### src/design/pmt_pkg.sv
// Shared types, constants and the stream type classifier for the PMT entry parser.
package pmt_pkg;

  localparam int unsigned PMT_FIFO_DEPTH = 2;

  localparam logic [12:0] PMT_POS_MAX      = 13'h1FFF;
  localparam logic [12:0] PMT_HEADER_BYTES = 13'd12;

  // One elementary stream entry as it leaves the block.
  typedef struct packed {
    logic [7:0]  es_type;
    logic [12:0] elementary_pid;
    logic [11:0] desc_len;
    logic [15:0] prog_num;
    logic [12:0] pcr_pid;
    logic [4:0]  sect_version;
  } pmt_result_t;

  // True for the stream types that produce an output item.
  function automatic logic pmt_type_known(input logic [7:0] t);
    logic known;
    known = 1'b0;
    case (t) inside
      [8'h00:8'h1E], 8'h20, 8'h24, 8'h42, 8'h7F, [8'h80:8'h86], 8'h90, 8'h92, 8'h93,
      [8'h99:8'h9B], 8'hA1, 8'hA2, 8'hEA, [8'hF0:8'hF2], 8'hFF: known = 1'b1;
      default: known = 1'b0;
    endcase
    return known;
  endfunction

endpackage

### src/design/pmt_front.sv
// Front end: tracks section position, captures header fields and classifies entries.
module pmt_front import pmt_pkg::*; (
  input  logic        clk_i,
  input  logic        rst_ni,
  input  logic        accept_i,
  input  logic [7:0]  section_byte_i,
  input  logic        section_first_i,
  output logic        push_o,
  output pmt_result_t result_o
);

  localparam logic [12:0] PosLenHi   = 13'd1;
  localparam logic [12:0] PosLenLo   = 13'd2;
  localparam logic [12:0] PosProgHi  = 13'd3;
  localparam logic [12:0] PosProgLo  = 13'd4;
  localparam logic [12:0] PosVersion = 13'd5;
  localparam logic [12:0] PosPcrHi   = 13'd8;
  localparam logic [12:0] PosPcrLo   = 13'd9;
  localparam logic [12:0] PosInfoHi  = 13'd10;
  localparam logic [12:0] PosInfoLo  = 13'd11;

  logic [12:0] pos_q, pos_d;
  logic        active_q, active_d;
  logic [11:0] section_len_q, section_len_d;
  logic [3:0]  info_len_hi_q, info_len_hi_d;
  logic [12:0] entry_start_q, entry_start_d;
  logic [7:0]  entry_type_q, entry_type_d;
  logic [12:0] entry_pid_q, entry_pid_d;
  logic [3:0]  es_len_hi_q, es_len_hi_d;
  logic [15:0] program_num_q, program_num_d;
  logic [12:0] pcr_pid_q, pcr_pid_d;
  logic [4:0]  version_q, version_d;

  logic [12:0] pos;
  logic        step;
  logic [11:0] limit;
  logic        in_entry;
  logic [12:0] off;
  logic [11:0] es_len;
  logic [13:0] next_start;

  assign pos    = section_first_i ? 13'd0 : pos_q;
  assign step   = accept_i && (section_first_i || active_q);
  assign limit  = (section_len_q == 12'd0) ? 12'd0 : section_len_q - 12'd1;
  assign in_entry = (pos >= PMT_HEADER_BYTES) && (entry_start_q < {1'b0, limit})
                 && (pos >= entry_start_q);
  assign off    = pos - entry_start_q;
  assign es_len = {es_len_hi_q, section_byte_i};
  assign next_start = {1'b0, entry_start_q} + 14'd5 + {2'b00, es_len};

  always_comb begin
    pos_d         = pos_q;
    active_d      = active_q;
    section_len_d = section_len_q;
    info_len_hi_d = info_len_hi_q;
    entry_start_d = entry_start_q;
    entry_type_d  = entry_type_q;
    entry_pid_d   = entry_pid_q;
    es_len_hi_d   = es_len_hi_q;
    program_num_d = program_num_q;
    pcr_pid_d     = pcr_pid_q;
    version_d     = version_q;
    push_o        = 1'b0;
    if (step) begin
      active_d = 1'b1;
      pos_d    = (pos == PMT_POS_MAX) ? pos : pos + 13'd1;
      unique case (pos)
        PosLenHi:   section_len_d = {section_byte_i[3:0], 8'h00};
        PosLenLo:   section_len_d = {section_len_q[11:8], section_byte_i};
        PosProgHi:  program_num_d = {section_byte_i, 8'h00};
        PosProgLo:  program_num_d = {program_num_q[15:8], section_byte_i};
        PosVersion: version_d     = section_byte_i[5:1];
        PosPcrHi:   pcr_pid_d     = {section_byte_i[4:0], 8'h00};
        PosPcrLo:   pcr_pid_d     = {pcr_pid_q[12:8], section_byte_i};
        PosInfoHi:  info_len_hi_d = section_byte_i[3:0];
        PosInfoLo:  entry_start_d = PMT_HEADER_BYTES + {1'b0, info_len_hi_q, section_byte_i};
        default: ;
      endcase
      if (in_entry) begin
        unique case (off)
          13'd0: entry_type_d = section_byte_i;
          13'd1: entry_pid_d  = {section_byte_i[4:0], 8'h00};
          13'd2: entry_pid_d  = {entry_pid_q[12:8], section_byte_i};
          13'd3: es_len_hi_d  = section_byte_i[3:0];
          13'd4: begin
            push_o        = pmt_type_known(entry_type_q);
            entry_start_d = next_start[13] ? PMT_POS_MAX : next_start[12:0];
          end
          default: ;
        endcase
      end
    end
  end

  assign result_o.es_type        = entry_type_q;
  assign result_o.elementary_pid = entry_pid_q;
  assign result_o.desc_len       = es_len;
  assign result_o.prog_num       = program_num_q;
  assign result_o.pcr_pid        = pcr_pid_q;
  assign result_o.sect_version   = version_q;

  always_ff @(posedge clk_i or negedge rst_ni) begin
    if (!rst_ni) begin
      pos_q    <= '0;
      active_q <= 1'b0;
    end else begin
      pos_q    <= pos_d;
      active_q <= active_d;
    end
  end

  // Header and entry fields are always written before they are used.
  always_ff @(posedge clk_i) begin
    section_len_q <= section_len_d;
    info_len_hi_q <= info_len_hi_d;
    entry_start_q <= entry_start_d;
    entry_type_q  <= entry_type_d;
    entry_pid_q   <= entry_pid_d;
    es_len_hi_q   <= es_len_hi_d;
    program_num_q <= program_num_d;
    pcr_pid_q     <= pcr_pid_d;
    version_q     <= version_d;
  end

endmodule

### src/design/pmt_queue.sv
// Back end: result queue that holds entries until the output side takes them.
module pmt_queue import pmt_pkg::*; #(
  parameter int unsigned Depth = PMT_FIFO_DEPTH
) (
  input  logic        clk_i,
  input  logic        rst_ni,
  input  logic        push_i,
  input  pmt_result_t data_i,
  output logic        full_o,
  output logic        out_valid_o,
  input  logic        out_ready_i,
  output pmt_result_t data_o
);

  localparam int unsigned PtrW = (Depth > 1) ? $clog2(Depth) : 1;
  localparam int unsigned CntW = $clog2(Depth + 1);
  localparam logic [PtrW-1:0] PtrLast = PtrW'(Depth - 1);
  localparam logic [CntW-1:0] CntFull = CntW'(Depth);

  pmt_result_t     mem_q [Depth];
  logic [PtrW-1:0] wptr_q, wptr_d, rptr_q, rptr_d;
  logic [CntW-1:0] count_q, count_d;
  logic            pop;

  assign full_o      = (count_q == CntFull);
  assign out_valid_o = (count_q != '0);
  assign pop         = out_valid_o && out_ready_i;
  assign data_o      = mem_q[rptr_q];

  always_comb begin
    wptr_d  = wptr_q;
    rptr_d  = rptr_q;
    count_d = count_q;
    if (push_i) begin
      wptr_d = (wptr_q == PtrLast) ? '0 : wptr_q + PtrW'(1);
    end
    if (pop) begin
      rptr_d = (rptr_q == PtrLast) ? '0 : rptr_q + PtrW'(1);
    end
    if (push_i && !pop) begin
      count_d = count_q + CntW'(1);
    end else if (pop && !push_i) begin
      count_d = count_q - CntW'(1);
    end
  end

  always_ff @(posedge clk_i or negedge rst_ni) begin
    if (!rst_ni) begin
      wptr_q  <= '0;
      rptr_q  <= '0;
      count_q <= '0;
    end else begin
      wptr_q  <= wptr_d;
      rptr_q  <= rptr_d;
      count_q <= count_d;
    end
  end

  always_ff @(posedge clk_i) begin
    if (push_i) begin
      mem_q[wptr_q] <= data_i;
    end
  end

endmodule

### src/design/pmt_stream_entry_parser.sv
// Top level of the program map section entry parser.
// With no earlier result waiting, a result item is offered in the cycle after the entry's fifth byte is accepted.
// Throughput: one section byte per cycle; the front accepts whenever the result queue
// has a free slot, so the queue depth sets how long the output side may stall.
// Reset: rst_ni is asynchronous and active low; it closes any open section and
// empties the result queue. No clearing pass is needed after reset.
module pmt_stream_entry_parser import pmt_pkg::*; #(
  parameter int unsigned FifoDepth = PMT_FIFO_DEPTH
) (
  input  logic        clk_i,
  input  logic        rst_ni,
  input  logic        in_valid_i,
  output logic        in_ready_o,
  input  logic [7:0]  section_byte_i,
  input  logic        section_first_i,
  output logic        out_valid_o,
  input  logic        out_ready_i,
  output logic [7:0]  es_type_o,
  output logic [12:0] elementary_pid_o,
  output logic [11:0] desc_len_o,
  output logic [15:0] prog_num_o,
  output logic [12:0] pcr_pid_o,
  output logic [4:0]  sect_version_o
);

  logic        queue_full;
  logic        accept;
  logic        push;
  pmt_result_t front_result;
  pmt_result_t out_result;

  // The front never waits on the output directly: it only needs room in the
  // queue for the one result that an item can produce.
  assign in_ready_o = !queue_full;
  assign accept     = in_valid_i && in_ready_o;

  // The front walks the header and the elementary stream entries, and flags
  // an item for the queue when an entry of a recognized type completes.
  pmt_front u_front (
    .clk_i           (clk_i),
    .rst_ni          (rst_ni),
    .accept_i        (accept),
    .section_byte_i  (section_byte_i),
    .section_first_i (section_first_i),
    .push_o          (push),
    .result_o        (front_result)
  );

  // The back end holds finished entries and presents them on the output port.
  pmt_queue #(
    .Depth (FifoDepth)
  ) u_queue (
    .clk_i       (clk_i),
    .rst_ni      (rst_ni),
    .push_i      (push),
    .data_i      (front_result),
    .full_o      (queue_full),
    .out_valid_o (out_valid_o),
    .out_ready_i (out_ready_i),
    .data_o      (out_result)
  );

  assign es_type_o        = out_result.es_type;
  assign elementary_pid_o = out_result.elementary_pid;
  assign desc_len_o       = out_result.desc_len;
  assign prog_num_o       = out_result.prog_num;
  assign pcr_pid_o        = out_result.pcr_pid;
  assign sect_version_o   = out_result.sect_version;

endmodule

### config.mk
export PLATFORM = sky130hd
export DESIGN_NAME = pmt_stream_entry_parser
export DESIGN_NICKNAME = d
export VERILOG_FILES = /design/src/design/pmt_pkg.sv /design/src/design/pmt_front.sv /design/src/design/pmt_queue.sv /design/src/design/pmt_stream_entry_parser.sv
export SDC_FILE = /design/constraint.sdc
export NUM_CORES = 1
export LEC_CHECK = 0
export BUFFER_PORTS_ARGS = -buffer_cell sky130_fd_sc_hd__buf_2
export CAP_MARGIN = 0
export CORE_UTILIZATION = 55
export CTS_CLUSTER_DIAMETER = 200
export DETAILED_ROUTE_END_ITERATION = 7
export GPL_TIMING_DRIVEN = 1
export PLACE_DENSITY = 0.76
export SYNTH_ARGS = -nofsm -noshare
export SYNTH_HDL_FRONTEND = slang
export SYNTH_SLANG_ARGS = --single-unit
### constraint.sdc
create_clock -name clk_i -period 7.9 [get_ports clk_i]
set_clock_uncertainty 0.15 [all_clocks]
set_input_delay 1.58 -clock clk_i [delete_from_list [all_inputs] [get_ports clk_i]]
set_output_delay 1.58 -clock clk_i [all_outputs]
set_load 0.05 [all_outputs]
; After elaboration in Yosys (flattened, before gate mapping)
; Memory sizes are Yosys's and may differ from the RTL's.
; Index checks and enable logic that the tools add are counted.
[word_totals]
n_memories = 1
elab_cells = 127
out_inout_bits = 69
ramBits = 134
regBits = 106
in_bits = 13
[memory_table]
columns = name, depth, word_bits, read_ports, rd_ports_with_merged_regs, write_ports, line_no
row1 = u_queue.mem_q, 2, 67, 1, 0, 1, pmt_queue.sv:20  ; pmt_result_t mem_q [Depth];
[classes]
n_bitwise = 4
n_mux = 21
n_lt_le_gt_ge = 11
n_eq_ne = 26
reduce_logical = 36
n_addsub = 10
[op_table]
columns = operator, count
row1 = $mux 13, 6
row2 = $eq 8x8->1 const B, 7
row3 = $eq 13x2->1 const B, 4
row4 = $eq 13x4->1 const B, 4
row5 = $pmux 13 s2, 2
row6 = $eq 13x3->1 const B, 3
row7 = $pmux 16 s2, 1
row8 = $eq 13x1->1 const B, 2
row9 = $ge 8x8->1 const B, 3
row10 = $le 8x8->1 const B, 3
row11 = $pmux 12 s2, 1
row12 = $reduce_and 3->1, 6
row13 = $eq 8x6->1 const B, 2
row14 = $eq 8x7->1 const B, 2
row15 = $reduce_or 15->1, 1
row16 = $add 13x3->14 const B, 1
row17 = $add 14x12->14, 1
row18 = $add 13x1->13 const B, 1
row19 = $add 4x12->13 const A, 1
row20 = $eq 13x13->1 const B, 1
row21 = $ge 13x13->1, 1
row22 = $ge 13x4->1 const B, 1
row23 = $logic_not 13->1, 1
row24 = $lt 13x12->1, 1
row25 = other kinds (19), 52

; Logic depth before layout (Yosys ltp)
; Gate-level depths: netlist (run 1).
[depth]
word_depth = 11
mapped_depth = 18
depth_no_buf = 18

; Cells and area by module
; A second synthesis (run 1) with hierarchy kept.
[hier_totals]
hier_cells = 894
hier_area_um2 = 11787.6
[modules_own_cells]
columns = mod, seq_area_each_um2, n_inst, area_each_um2, cells_per_inst
row1 = pmt_front, 2992.9, 1, 6662.6, 667
row2 = pmt_queue, 4124.0, 1, 5114.9, 225
row3 = pmt_stream_entry_parser, 0.0, 1, 10.0, 2

; Least setup slack after synthesis (run 1)
; Ideal clock, no wire load.
[synth_timing]
kind = input-to-reg
from = in section_first_i
to = mem u_queue.mem_q[0][0] (netlist bit) (enable)
t_arrival_ns = 7.251
cell_stages = 12
setup_time_ns = 0.492
t_required_ns = 7.258
n_path_buf = 2
setup_slack_ns = 0.007
cell_sequence = clkbuf_1 > clkbuf_1 > nor2b_1 > ha_1 > and3_1 > o21ai_2 > a311oi_1 > or4_2 > nand4_1 > o2111ai_2 > or4_4 > nor2_1
[synth_via]
elab_chain_cells = 8
word_cells_on_any_way = 14
cone_classes = add/sub: 1 / order compare: 2 / eq/ne: 1 / mux: 6 / reduce/logical: 4
[synth_lines]
columns = element, line_no
row1 = "start, declared", pmt_stream_entry_parser.sv:15  ; input logic section_first_i,
row2 = $mux 13, pmt_front.sv:42  ; assign pos = section_first_i ? 13'd0 : pos_q;
row3 = $sub 13x13->13 or $ge 13x4->1 (tied branches), "pmt_front.sv:47, pmt_front.sv:45"
row4 = $eq 13x3->1 or $logic_and 1x1->1 (tied branches), "pmt_front.sv:80, pmt_front.sv:45"
row5 = $mux 1 or $logic_and 1x1->1 (tied branches), "pmt_front.sv:80, pmt_front.sv:46"
row6 = $mux 1, pmt_front.sv:79  ; if (in_entry) begin
row7 = $mux 1 (*), pmt_front.sv:64  ; if (step) begin
row8 = $mux 1 (*), pmt_queue.sv:60  ; if (push_i) begin
row9 = $mux 1 (not written as such) (*), pmt_queue.sv:61  ; mem_q[wptr_q] <= data_i;
row10 = "end, declared", pmt_queue.sv:20
; Mark *: on every way between the ends. The rest lies on a longest branch, timed or not.

; Worst setup path after layout (run 1)
[layout_timing]
from = in section_first_i
to = mem u_queue.mem_q[1][14] (netlist bit) (enable)
[layout_via]
elab_chain_cells = 8
word_cells_on_any_way = 14
cone_classes = add/sub: 1 / order compare: 2 / eq/ne: 1 / mux: 6 / reduce/logical: 4
[layout_lines]
columns = element, line_no
row1 = $mux 13, pmt_front.sv:42
row2 = $sub 13x13->13 or $ge 13x4->1 (tied branches), "pmt_front.sv:47, pmt_front.sv:45"
row3 = $eq 13x3->1 or $logic_and 1x1->1 (tied branches), "pmt_front.sv:80, pmt_front.sv:45"
row4 = $mux 1 or $logic_and 1x1->1 (tied branches), "pmt_front.sv:80, pmt_front.sv:46"
row5 = $mux 1, pmt_front.sv:79
row6 = $mux 1 (*), pmt_front.sv:64
row7 = net push, pmt_stream_entry_parser.sv:28  ; logic push;
row8 = $mux 1 (*), pmt_queue.sv:60
row9 = $mux 1 (not written as such) (*), pmt_queue.sv:61
; The timed path passes the listed nets; every way through them passes the cells marked *.

==> results of run 1 <==
==> worst paths after layout <==
kind / startpoint / end / slack (ps) / cells after the start
min in group asynchronous: rst_ni / u_front.pos_q[7]$_DFFE_PN0P_ / 850 / 1
max in group asynchronous: rst_ni / u_queue.rptr_q$_DFFE_PN0P_ / 6430 / 1
min reg2reg: u_front.program_num_q[15]$_DFFE_PP_ / u_queue.mem_q[0][33]$_DFFE_PP_ / 300 / 0
max reg2reg: u_front.section_len_q[5]$_SDFFCE_PN0P_ / u_queue.mem_q[1][14]$_DFFE_PP_ / 2500 / 15
max: section_first_i / u_queue.mem_q[1][14]$_DFFE_PP_ / 2020 / 14
min: u_front.program_num_q[15]$_DFFE_PP_ / u_queue.mem_q[0][33]$_DFFE_PP_ / 300 / 0
==> logic make-up after synthesis <==
group / Yosys count / synth area share
buffers and inverters: 61 / 0.0208
AO/OA/AOI/OAI: 112 / 0.0637
adder cells (fa/ha/maj): 58 / 0.0647
multiplexers: 85 / 0.0817
XOR/XNOR: 41 / 0.0314
AND/OR/NAND/NOR: 249 / 0.116
flip-flops: 240 / 0.621
==> power by group through the flow <==
| stage | registers, uW | clock network, uW | logic [uW] |
|---|---|---|---|
| final | 1420 | 1130 | 215 |
| after global routing | 1420 | 1180 | 240 |
| after CTS | 1420 | 1140 | 214 |
| after detailed placement | 1450 | 0 | 212 |
| after global placement | 1440 | 0 | 207 |
| after floorplan | 1440 | 0 | 153 |
==> critical path: cells and delay by family <==
kind | cells | cell delay (ps)
and+or+nand+nor | 5 | 2280
AOI/OAI and AO/OA | 4 | 700
adders and majority gates | 1 | 460
buffers and inverters | 4 | 890
==> placed cells by master, fill, tap and decap left out, types with 3 or more instances in the layout <==
| cell | synthesis | final |
|---|---|---|
| clkbuf_1 | 14 | 4 |
| o22ai_1 | 3 | 3 |
| xnor2_1 | 13 | 13 |
| nor4_1 | 3 | 3 |
| nor3b_1 | 6 | 6 |
| dfrtp_1 | 18 | 17 |
| clkbuf_16 | 0 | 25 |
| clkinv_1 | 1 | 8 |
| a21o_1 | 11 | 11 |
| nand2b_1 | 8 | 8 |
| mux2i_1 | 17 | 17 |
| o21ai_0 | 17 | 17 |
| nor2b_1 | 19 | 19 |
| and3_1 | 33 | 33 |
| xor2_1 | 28 | 28 |
| ha_1 | 56 | 56 |
| nor2_1 | 63 | 62 |
| o21bai_1 | 4 | 4 |
| a21oi_1 | 41 | 41 |
| inv_1 | 37 | 37 |
| a31oi_1 | 3 | 3 |
| or2_2 | 3 | 3 |
| or3_1 | 4 | 4 |
| and2_1 | 18 | 17 |
| edfxtp_1 | 222 | 222 |
| nand4_1 | 8 | 8 |
| a211oi_1 | 6 | 6 |
| mux2_2 | 68 | 68 |
| buf_2 | 0 | 81 |
| bufinv_16 | 0 | 3 |
| and4_1 | 4 | 4 |
| nor3_1 | 12 | 12 |
| buf_4 | 0 | 9 |
| nand3_1 | 19 | 19 |
| nand2_1 | 36 | 36 |
==> per-stage QoR <==
stage,cell area (um2),worst slack (ps),std cells
6_report,13000,2020,1228
4_1_cts,13000,2000,1228
2_1_floorplan,11500,6.71,846
3_5_place_dp,12200,1490,1184
3_3_place_gp,12200,1590,1184
5_1_grt,13000,1600,1228
==> sequential cells by signal, summed over array words and instances (netlist names) <==
name,cells
u_front.info_len_hi_q,4
u_front.entry_start_q,13
u_front.pos_q,13
u_queue.wptr_q,1
u_queue.mem_q,134
u_queue.count_q,2
u_front.active_q,1
u_front.entry_pid_q,13
u_front.section_len_q,12
u_front.pcr_pid_q,13
u_front.es_len_hi_q,4
u_front.entry_type_q,8
u_front.program_num_q,16
u_queue.rptr_q,1
u_front.version_q,5
==> per-layer routing <==
layer | vias up | wire length [um] | global-route usage
met3 | 30 | 1190 | 0.0272
li1 | 3355 | - | -
met1 | 3312 | 10100 | 0.303
met4 | 0 | 452 | 0.0630
met5 | - | 0 | 0
met2 | 229 | 11200 | 0.361
==> cell type report <==
class                   count  area [um2]  area share
clock buffers              29         641      0.0494
clock inverters            15         150      0.0116
inverters                  39         146      0.0113
well taps                 270         338      0.0260
repair buffers             90         473      0.0365
flip-flops and latches    240        7120       0.549
multi-input cells         545        4110       0.317
==> summary.md, run 1 <==
| Metric | Value |
|---|---|
| CP cell instances | buf_2 > nor2b_1 > inv_1 > fa_1 > and2b_2 > o21a_1 > o221a_2 > a21oi_1 > nor4b_2 > o2111ai_2 > or4_4 > inv_2 > and2_2 > buf_4 |
| Post-Syn Area | 0.0115 mm2 |
| Die area | 0.0214 mm2 |
| Maximum clock path buffer count | 3 |
| Hold Violations, Final | 0 |
| Worst setup path category | in2reg |
| Req. time, crit path | 7930 ps |
| DRC errors left | 0 |
| Max Cap Viol | 0 |
| Nets | 1,011 |
| Worst VDD drop | about 0.00012 V |
| CTS tree | done |
| Worst-Skew Late Latency | 510 ps |
| Global route total overflow | 0 |
| CTS Buf Count | 24 |
| Final setup viols | 0 |
| WP data arrival | 5910 ps |
| Most frequent cell after synthesis | edfxtp_1 |
| Total core area | between 0.02 and 0.025 mm2 |
| YS warnings | 0 |
| Synth top area cells | edfxtp_1 (58%), mux2_2 (6.7%), ha_1 (6.1%), dfrtp_1 (3.9%), xor2_1 (2.1%) |
| Number of global-route vias before repair | 6,577 |
| Measured slew at the worst slew-check pin | between 1000 and 1500 ps |
| Detailed Place HPWL | 15,300 um |
| Setup bufs post-CTS | 0 |
| DRT Wirelength | 22,900 um |
| Post-CTS Resized | 0 |
| Total power | 2760 uW |
| Switching share of power | 0.218 |
| Post-synth EDFFs | ~220 |
| Status | finished clean |
| Sink Count | 240 |
| Port Buffers | 81 |
| Element type at the critical path start | input pin |
| Syn nets | 917 |
| Via count | ~7,000 |
| Share of cells above drive strength 1 | 0.220 |
| Filler cells | 1,542 |
| Int Pwr | 2160 uW |
| Critical path capture point type | flip-flop |
| Row count | 52 |
| H-Tree Level Count | 1 |
| Fin crit share | 0.745 |
| Max-slew violations | 0 |
| Antenna violations before repair | 0 |
| Fraction of registers with async set/reset | 0.0750 |
| Slew headroom | 0.307 |
| RSZ-0062 raised after global routing | no |
| First-pass GRT wire length | 35,900 um |
| Worst hold path type | reg2reg |
| Flop pwr share | 0.514 |
| Share of the synthesized area in the top cell type | 0.582 |
| P_sw | around 600 uW |
| Yosys reg bits | 240 |
| Cts hold-fix bufs | 0 |
| Power per cell area | 213 mW/mm2 |
| GRT Overall Usage | 0.218 |
| Top Ports | 82 |
| Routed WL per cell | 18.7 um |
| Syn-to-layout area delta | 13.3% |
| Drt via density | around 5.6 |
| Leak | slightly below 0.005 uW |
| Largest area contributor in the synthesized netlist | edfxtp_1 |
| Largest net degree at the start of global routing | between 60 and 70 |
| Top FF cell, synth | edfxtp_1 |
| Mapped Cells | 846 |
| Hold WS | 297 ps |
| Fmax | roughly 170 MHz |
| Routability Congestion | 0.874 |
| Antenna Violating Nets Remaining | 0 |
| Drt pass-1 iters | 5 |
| Die Ht | 146 um |
| Antenna fix cells | 0 |
| Clock network power share | 0.408 |
| CTS clk-pin slew, worst paths | 60 ps |
| Initial Utilization | 0.564 |
| Setup TNS | 0 ps |
| Worst path max stage delay | 630 ps |
| Sequential area share after synthesis | 0.621 |
| Slowest cell on crit path | or4_4 |
| Clock root buffer | clkbuf_16 |
| Most frequent cells after synthesis | edfxtp_1 (222), mux2_2 (68), nor2_1 (63) |
| Combinational share of power | 0.078 |
| DRT iter0 DRCs | 473 |
| Die width | around 150 um |
| Fin util | 0.639 |
| CP Max Fanout | 27 |
| Syn_area_per_cell | 13.5 um2 |
| Synth unique cells | 67 |
| Minimum clock period | between 5000 and 6000 ps |
No activity file was read; power rests on OpenSTA's default activity.
==> inputs of run 2 (changes only) <==
Settings changed: PLACE_DENSITY 0.76 to 0.79.
Clock period 7.9 ns to 4.94 ns, I/O delays scaled along.
==> summary.md, run 2 (synthesized netlist as in run 1, its figures left out) <==
| Metric | Value |
|---|---|
| Final setup viols | 0 |
| CTS clk-pin slew, worst paths | 70 ps |
| Die area | around 0.021 mm2 |
| Area occupied by multi-input gates | 0.00420 mm2 |
| Clock root buffer | clkbuf_16 |
| Fin crit share | 0.958 |
| Total core area | 0.0203 mm2 |
| CP top delay family | simple AND/OR/NAND/NOR gates |
| Slowest cell on crit path | or4_1 |
| Top Ports | 82 |
| Reg2reg path depth | 15 |
| Routability Congestion | slightly below 0.9 |
| Cts hold-fix bufs | 0 |
| Sequential cell area | about 0.007 mm2 |
| Maximum clock path buffer count | 3 |
| Commonest cells after routing, fill and taps aside | edfxtp_1 (222), buf_2 (81), mux2_2 (68) |
| Critical path depth in cells | 15 |
| Nets | slightly above 1,000 |
| Worst VDD drop | 0.000205 V |
| Sink Count | between 200 and 250 |
| Flop pwr share | 0.535 |
| Syn-to-layout area delta | 15.3% |
| Die width | approximately 150 um |
| Detailed Place HPWL | 16,700 um |
| P_sw | 988 uW |
| Leak | a little over 0.005 uW |
| CP cell instances | or4_1 > nor3_2 > nand3_1 > nor3_1 > a21oi_1 > ha_1 > a21o_1 > a2111oi_0 > o211ai_1 > nor3_2 > o21ai_1 > or4_4 > inv_2 > and2_2 > buf_12 |
| Measured slew at the worst slew-check pin | 985 ps |
| Hold Violations, Final | 0 |
| Worst path max stage delay | approximately 600 ps |
| Max-slew violations | 0 |
| Status | finished clean |
| Slew headroom | 0.343 |
| Antenna violations before repair | 0 |
| Int Pwr | between 3000 and 4000 uW |
| Row count | 52 |
| Drt pass-1 iters | 5 |
| Leading cell type in the layout, fill and taps excluded | edfxtp_1 |
| Max reg flops | 134 |
| CP Max Fanout | 33 |
| H-Tree Level Count | 1 |
| Antenna Violating Nets Remaining | 0 |
| Routed WL per cell | 19.3 um |
| Hold WS | 257 ps |
| Filler cells | 1,434 |
| Switching share of power | 0.233 |
| Power per cell area | about 320 mW/mm2 |
| Via count | 7,221 |
| Clock network power share | 0.377 |
| CTS tree | done |
| Top Registers | u_queue.mem_q: 134 flops, u_front.program_num_q: 16 flops |
| CTS Buf Count | 23 |
| Die Ht | between 100 and 150 um |
| Minimum clock period | approximately 4700 ps |
| Number of global-route vias before repair | 7,060 |
| RSZ-0062 raised after global routing | no |
| WP data arrival | around 4800 ps |
| Worst setup path category | reg2reg |
| Most frequent CP cell | nor3_2 |
| GRT Overall Usage | 0.229 |
| Critical path capture point type | flip-flop |
| Req. time, crit path | 4980 ps |
| Share of cells above drive strength 1 | 0.250 |
| Worst-Skew Late Latency | 510 ps |
| Initial Utilization | 0.564 |
| Placed cell areas | 0.0125 mm2 |
| Setup TNS | 0 ps |
| Design area | between 0.01 and 0.015 mm2 |
| Antenna fix cells | 0 |
| Combinational share of power | 0.088 |
| DRC errors left | 0 |
| Element type at the critical path start | flip-flop |
| Fmax | 211 MHz |
| DRT iter0 DRCs | 470 |
| Port Buffers | about 80 |
| Worst hold path type | in2async |
| Largest net degree at the start of global routing | between 40 and 50 |
| Global route total overflow | 0 |
| WP buf/inv | 2 |
| Drt via density | between 5 and 6 |
| Biggest register | u_queue.mem_q |
| First-pass GRT wire length | 37,700 um |
| DRT Wirelength | 24,100 um |
| Max Cap Viol | 0 |
[run 2: cell count changes in the layout (fill, tap and decap cells not counted), moves of 2 or more]
| cell | change |
|---|---|
| clkinv_1 | -2 |
| and3_4 | +2 |
| clkinv_4 | +2 |
| clkinv_2 | +2 |
| nor3_1 | -2 |
| clkbuf_16 | -2 |
| o21ai_0 | -2 |
| nor3_2 | +2 |
| buf_12 | +7 |
| buf_4 | +14 |
| bufinv_16 | -3 |
[run 2: worst reg2reg max path, stage by stage, from the launching register on]
cell and delay (ps):
edfxtp_1 440, or4_1 600, nor3_2 200, nand3_1 120
nor3_1 140, a21oi_1 80, ha_1 300, a21o_1 180
a2111oi_0 470, o211ai_1 180, nor3_2 260, o21ai_1 160
or4_4 580, inv_2 80, and2_2 220, buf_12 230
[run 2: power groups by stage]
stage	combinational [uW]	sequential, uW	clock, uW
floorplan	260	2300	0
global placement	358	2310	0
detailed placement	367	2310	0
CTS	369	2270	1620
global route	414	2270	1700
finish	373	2270	1590
[run 2: through the flow]
step                      std cells  setup WS, ps   util  power, uW
after floorplan                 846         -74.9      -       2560
after global placement         1203           141  0.615       2670
after detailed placement       1203          38.3  0.615       2680
after CTS                      1245          16.3  0.649       4250
after global routing           1247          3.94  0.651       4380
final                          1247           206  0.651       4230
[run 2: cell type report]
cell class              count  share of cell area
clock buffers              26              0.0444
clock inverters            16             0.00730
inverters                  39              0.0113
multi-input cells         545               0.318
flip-flops and latches    240               0.539
well taps                 270              0.0256
repair buffers            111              0.0544
[run 2: worst paths after layout]
check	from	endpoint	slack [ps]
max	u_front.section_len_q[5]$_SDFFCE_PN0P_	u_queue.mem_q[1][14]$_DFFE_PP_	210
min	rst_ni	u_queue.count_q[1]$_DFFE_PN0P_	260
max reg2reg	u_front.section_len_q[5]$_SDFFCE_PN0P_	u_queue.mem_q[1][14]$_DFFE_PP_	210
min reg2reg	u_front.pcr_pid_q[11]$_DFFE_PP_	u_queue.mem_q[0][16]$_DFFE_PP_	300
max in group asynchronous	rst_ni	u_queue.rptr_q$_DFFE_PN0P_	4060
min in group clk_i	u_front.pcr_pid_q[11]$_DFFE_PP_	u_queue.mem_q[0][16]$_DFFE_PP_	300
[run 2: metal layers]
layer | part of all wire | track usage | up-vias
li1 | - | - | 3396
met1 | 0.42 | 0.307 | 3516
met2 | 0.48 | 0.380 | 257
met3 | 0.064 | 0.0347 | 52
met4 | 0.035 | 0.0901 | 0
met5 | 0 | 0 | -
[run 2: repair_timing]
item / 4_1_cts / 5_1_grt
resized for setup: 0 / 3
setup endpoints to repair: 0 / 160
setup buffers: 0 / 2
==> inputs of run 3 (changes only) <==
Settings changed: BUFFER_PORTS_ARGS -buffer_cell sky130_fd_sc_hd__buf_2 to not set, CORE_MARGIN set to 8, DONT_BUFFER_PORTS set to 1, PLACE_DENSITY 0.79 to 0.75.
==> summary.md, run 3 (synthesized netlist as in run 1, its figures left out) <==
| Metric | Value |
|---|---|
| Slew headroom | 0.422 |
| Fmax | 221 MHz |
| Nets | roughly 950 |
| Power per cell area | roughly 340 mW/mm2 |
| Critical path capture point type | flip-flop |
| Hold Violations, Final | 0 |
| Filler cells | between 1,500 and 2,000 |
| CP cell instances | or4_1 > nor3_2 > nand3_1 > nor3_1 > a21oi_1 > ha_1 > a21o_1 > a2111oi_1 > o211ai_1 > nor3_1 > o21ai_1 > or4_4 > inv_2 > and2_4 > buf_12 |
| Sequential cell area | 0.00712 mm2 |
| Biggest register | u_queue.mem_q |
| Max reg flops | roughly 130 |
| Via count | 6,806 |
| Die Ht | 160 um |
| Total power | 4400 uW |
| Largest net degree at the start of global routing | 58 |
| Sink Count | 240 |
| Row count | 52 |
| Port Buffers | 0 |
| Area occupied by multi-input gates | 0.00420 mm2 |
| DRC errors left | 0 |
| CP Max Fanout | 20 |
| DRT iter0 DRCs | 531 |
| Worst setup path category | reg2reg |
| Initial Utilization | 0.562 |
| Total core area | 0.0204 mm2 |
| Die width | 160 um |
| Detailed Place HPWL | 17,000 um |
| Leading cell type in the layout, fill and taps excluded | edfxtp_1 |
| Top Registers | u_queue.mem_q: 134 flops, u_front.program_num_q: 16 flops |
| Top Ports | 82 |
| Fin crit share | 0.916 |
| First-pass GRT wire length | about 38,000 um |
| Routed WL per cell | 21.4 um |
| Number of global-route vias before repair | just under 7,000 |
| Worst VDD drop | 0.000237 V |
| Worst hold path type | reg2reg |
| CTS Buf Count | 25 |
| Antenna violations before repair | 2 |
| H-Tree Level Count | 1 |
| Design area | 0.0129 mm2 |
| Req. time, crit path | ~5000 ps |
| Global route total overflow | 0 |
| Fin util | 0.631 |
| Hold WS | 286 ps |
| Placed cell areas | 0.0120 mm2 |
| Antenna Violating Nets Remaining | 0 |
| Maximum clock path buffer count | 3 |
| Worst-Skew Late Latency | 520 ps |
| DRT Wirelength | 25,000 um |
| Final setup viols | 0 |
| Slowest cell on crit path | or4_1 |
| Status | finished clean |
| Syn-to-layout area delta | 12.2% |
| Minimum clock period | 4520 ps |
| Most frequent CP cell | nor3_1 |
| CTS clk-pin slew, worst paths | 60 ps |
| CTS tree | done |
| Max-slew violations | 0 |
| Worst path max stage delay | 600 ps |
| Measured slew at the worst slew-check pin | 864 ps |
| Drt via density | between 5 and 6 |
| Max Cap Viol | 0 |
| Element type at the critical path start | flip-flop |
| Clock root buffer | clkbuf_16 |
| Placed insts | 1,115 |
| GRT Overall Usage | 0.188 |
| WP data arrival | about 4600 ps |
| Die area | between 0.02 and 0.03 mm2 |
| Drt pass-1 iters | 5 |
| RSZ-0062 raised after global routing | no |
| Routability Congestion | 0.895 |
| Antenna fix cells | 0 |
| Commonest cells after routing, fill and taps aside | edfxtp_1 (222), mux2_2 (68), nor2_1 (62) |
| Leak | 0.00475 uW |
| Non-Filler Instances | 1,166 |
| Share of cells above drive strength 1 | 0.175 |
[run 3: cell count changes in the layout (fill, tap and decap cells not counted), sizes merged, moves of 2 or more]
cell      change
buf          -87
clkbuf        +6
bufinv        +2
clkinv        -2
clkinvlp      -2
[run 3: critical path: cells and delay by family, from the launching register on]
family,cells,cell delay [ps]
adder cells (fa/ha/maj),1,290
buffers and inverters,2,290
AO/OA/AOI/OAI,5,890
AND/OR/NAND/NOR,7,2160
flip-flops,1,440
[run 3: cell type report]
type	instances	share of cell area
Inverter	39	0.0116
Multi-Input combinational cell	545	0.327
Timing Repair Buffer	26	0.0206
Clock buffer	31	0.0504
Tap cell	270	0.0263
Sequential cell	240	0.554
Clock inverter	15	0.0105
[run 3: power by group]
| group | switching, uW | total, uW | leakage, uW | internal [uW] |
|---|---|---|---|---|
| Sequential | 31.6 | 2270 | 0.00223 | 2240 |
| Clock | 753 | 1790 | 0.000379 | 1040 |
| Combinational | 199 | 338 | 0.00214 | 139 |
[run 3: path summary, 6_finish.rpt]
check | start | end | slack [ps] | cells past startpoint
min in group asynchronous | rst_ni | u_front.pos_q[10]$_DFFE_PN0P_ | 880 | 1
min | u_front.pcr_pid_q[10]$_DFFE_PP_ | u_queue.mem_q[1][15]$_DFFE_PP_ | 290 | 0
max in group asynchronous | rst_ni | u_queue.rptr_q$_DFFE_PN0P_ | 3170 | 1
min reg2reg | u_front.pcr_pid_q[10]$_DFFE_PP_ | u_queue.mem_q[1][15]$_DFFE_PP_ | 290 | 0
max reg2reg | u_front.section_len_q[5]$_SDFFCE_PN0P_ | u_queue.mem_q[1][25]$_DFFE_PP_ | 420 | 15
max | u_front.section_len_q[5]$_SDFFCE_PN0P_ | u_queue.mem_q[1][25]$_DFFE_PP_ | 420 | 15
[run 3: routing by layer]
layer  track usage  share of wire  vias up
met2         0.323           0.49      186
li1              -              -     3229
met1         0.239           0.42     3346
met4        0.0497          0.022        0
met5             0              0        -
met3        0.0360          0.065       45
[run 3: through the flow]
stage / setup TNS [ps] / setup WS [ps]
2_1_floorplan: -5020 / -74.9
3_3_place_gp: 0 / 217
3_5_place_dp: 0 / 137
4_1_cts: 0 / 111
5_1_grt: 0 / 68.9
6_report: 0 / 415
[run 3: timing repair]
item,CTS,global route
endpoints found under the hold margin,0,18
buffers inserted,0,3
hold buffers,0,1
gates resized for setup,0,4
setup endpoints to repair,0,129
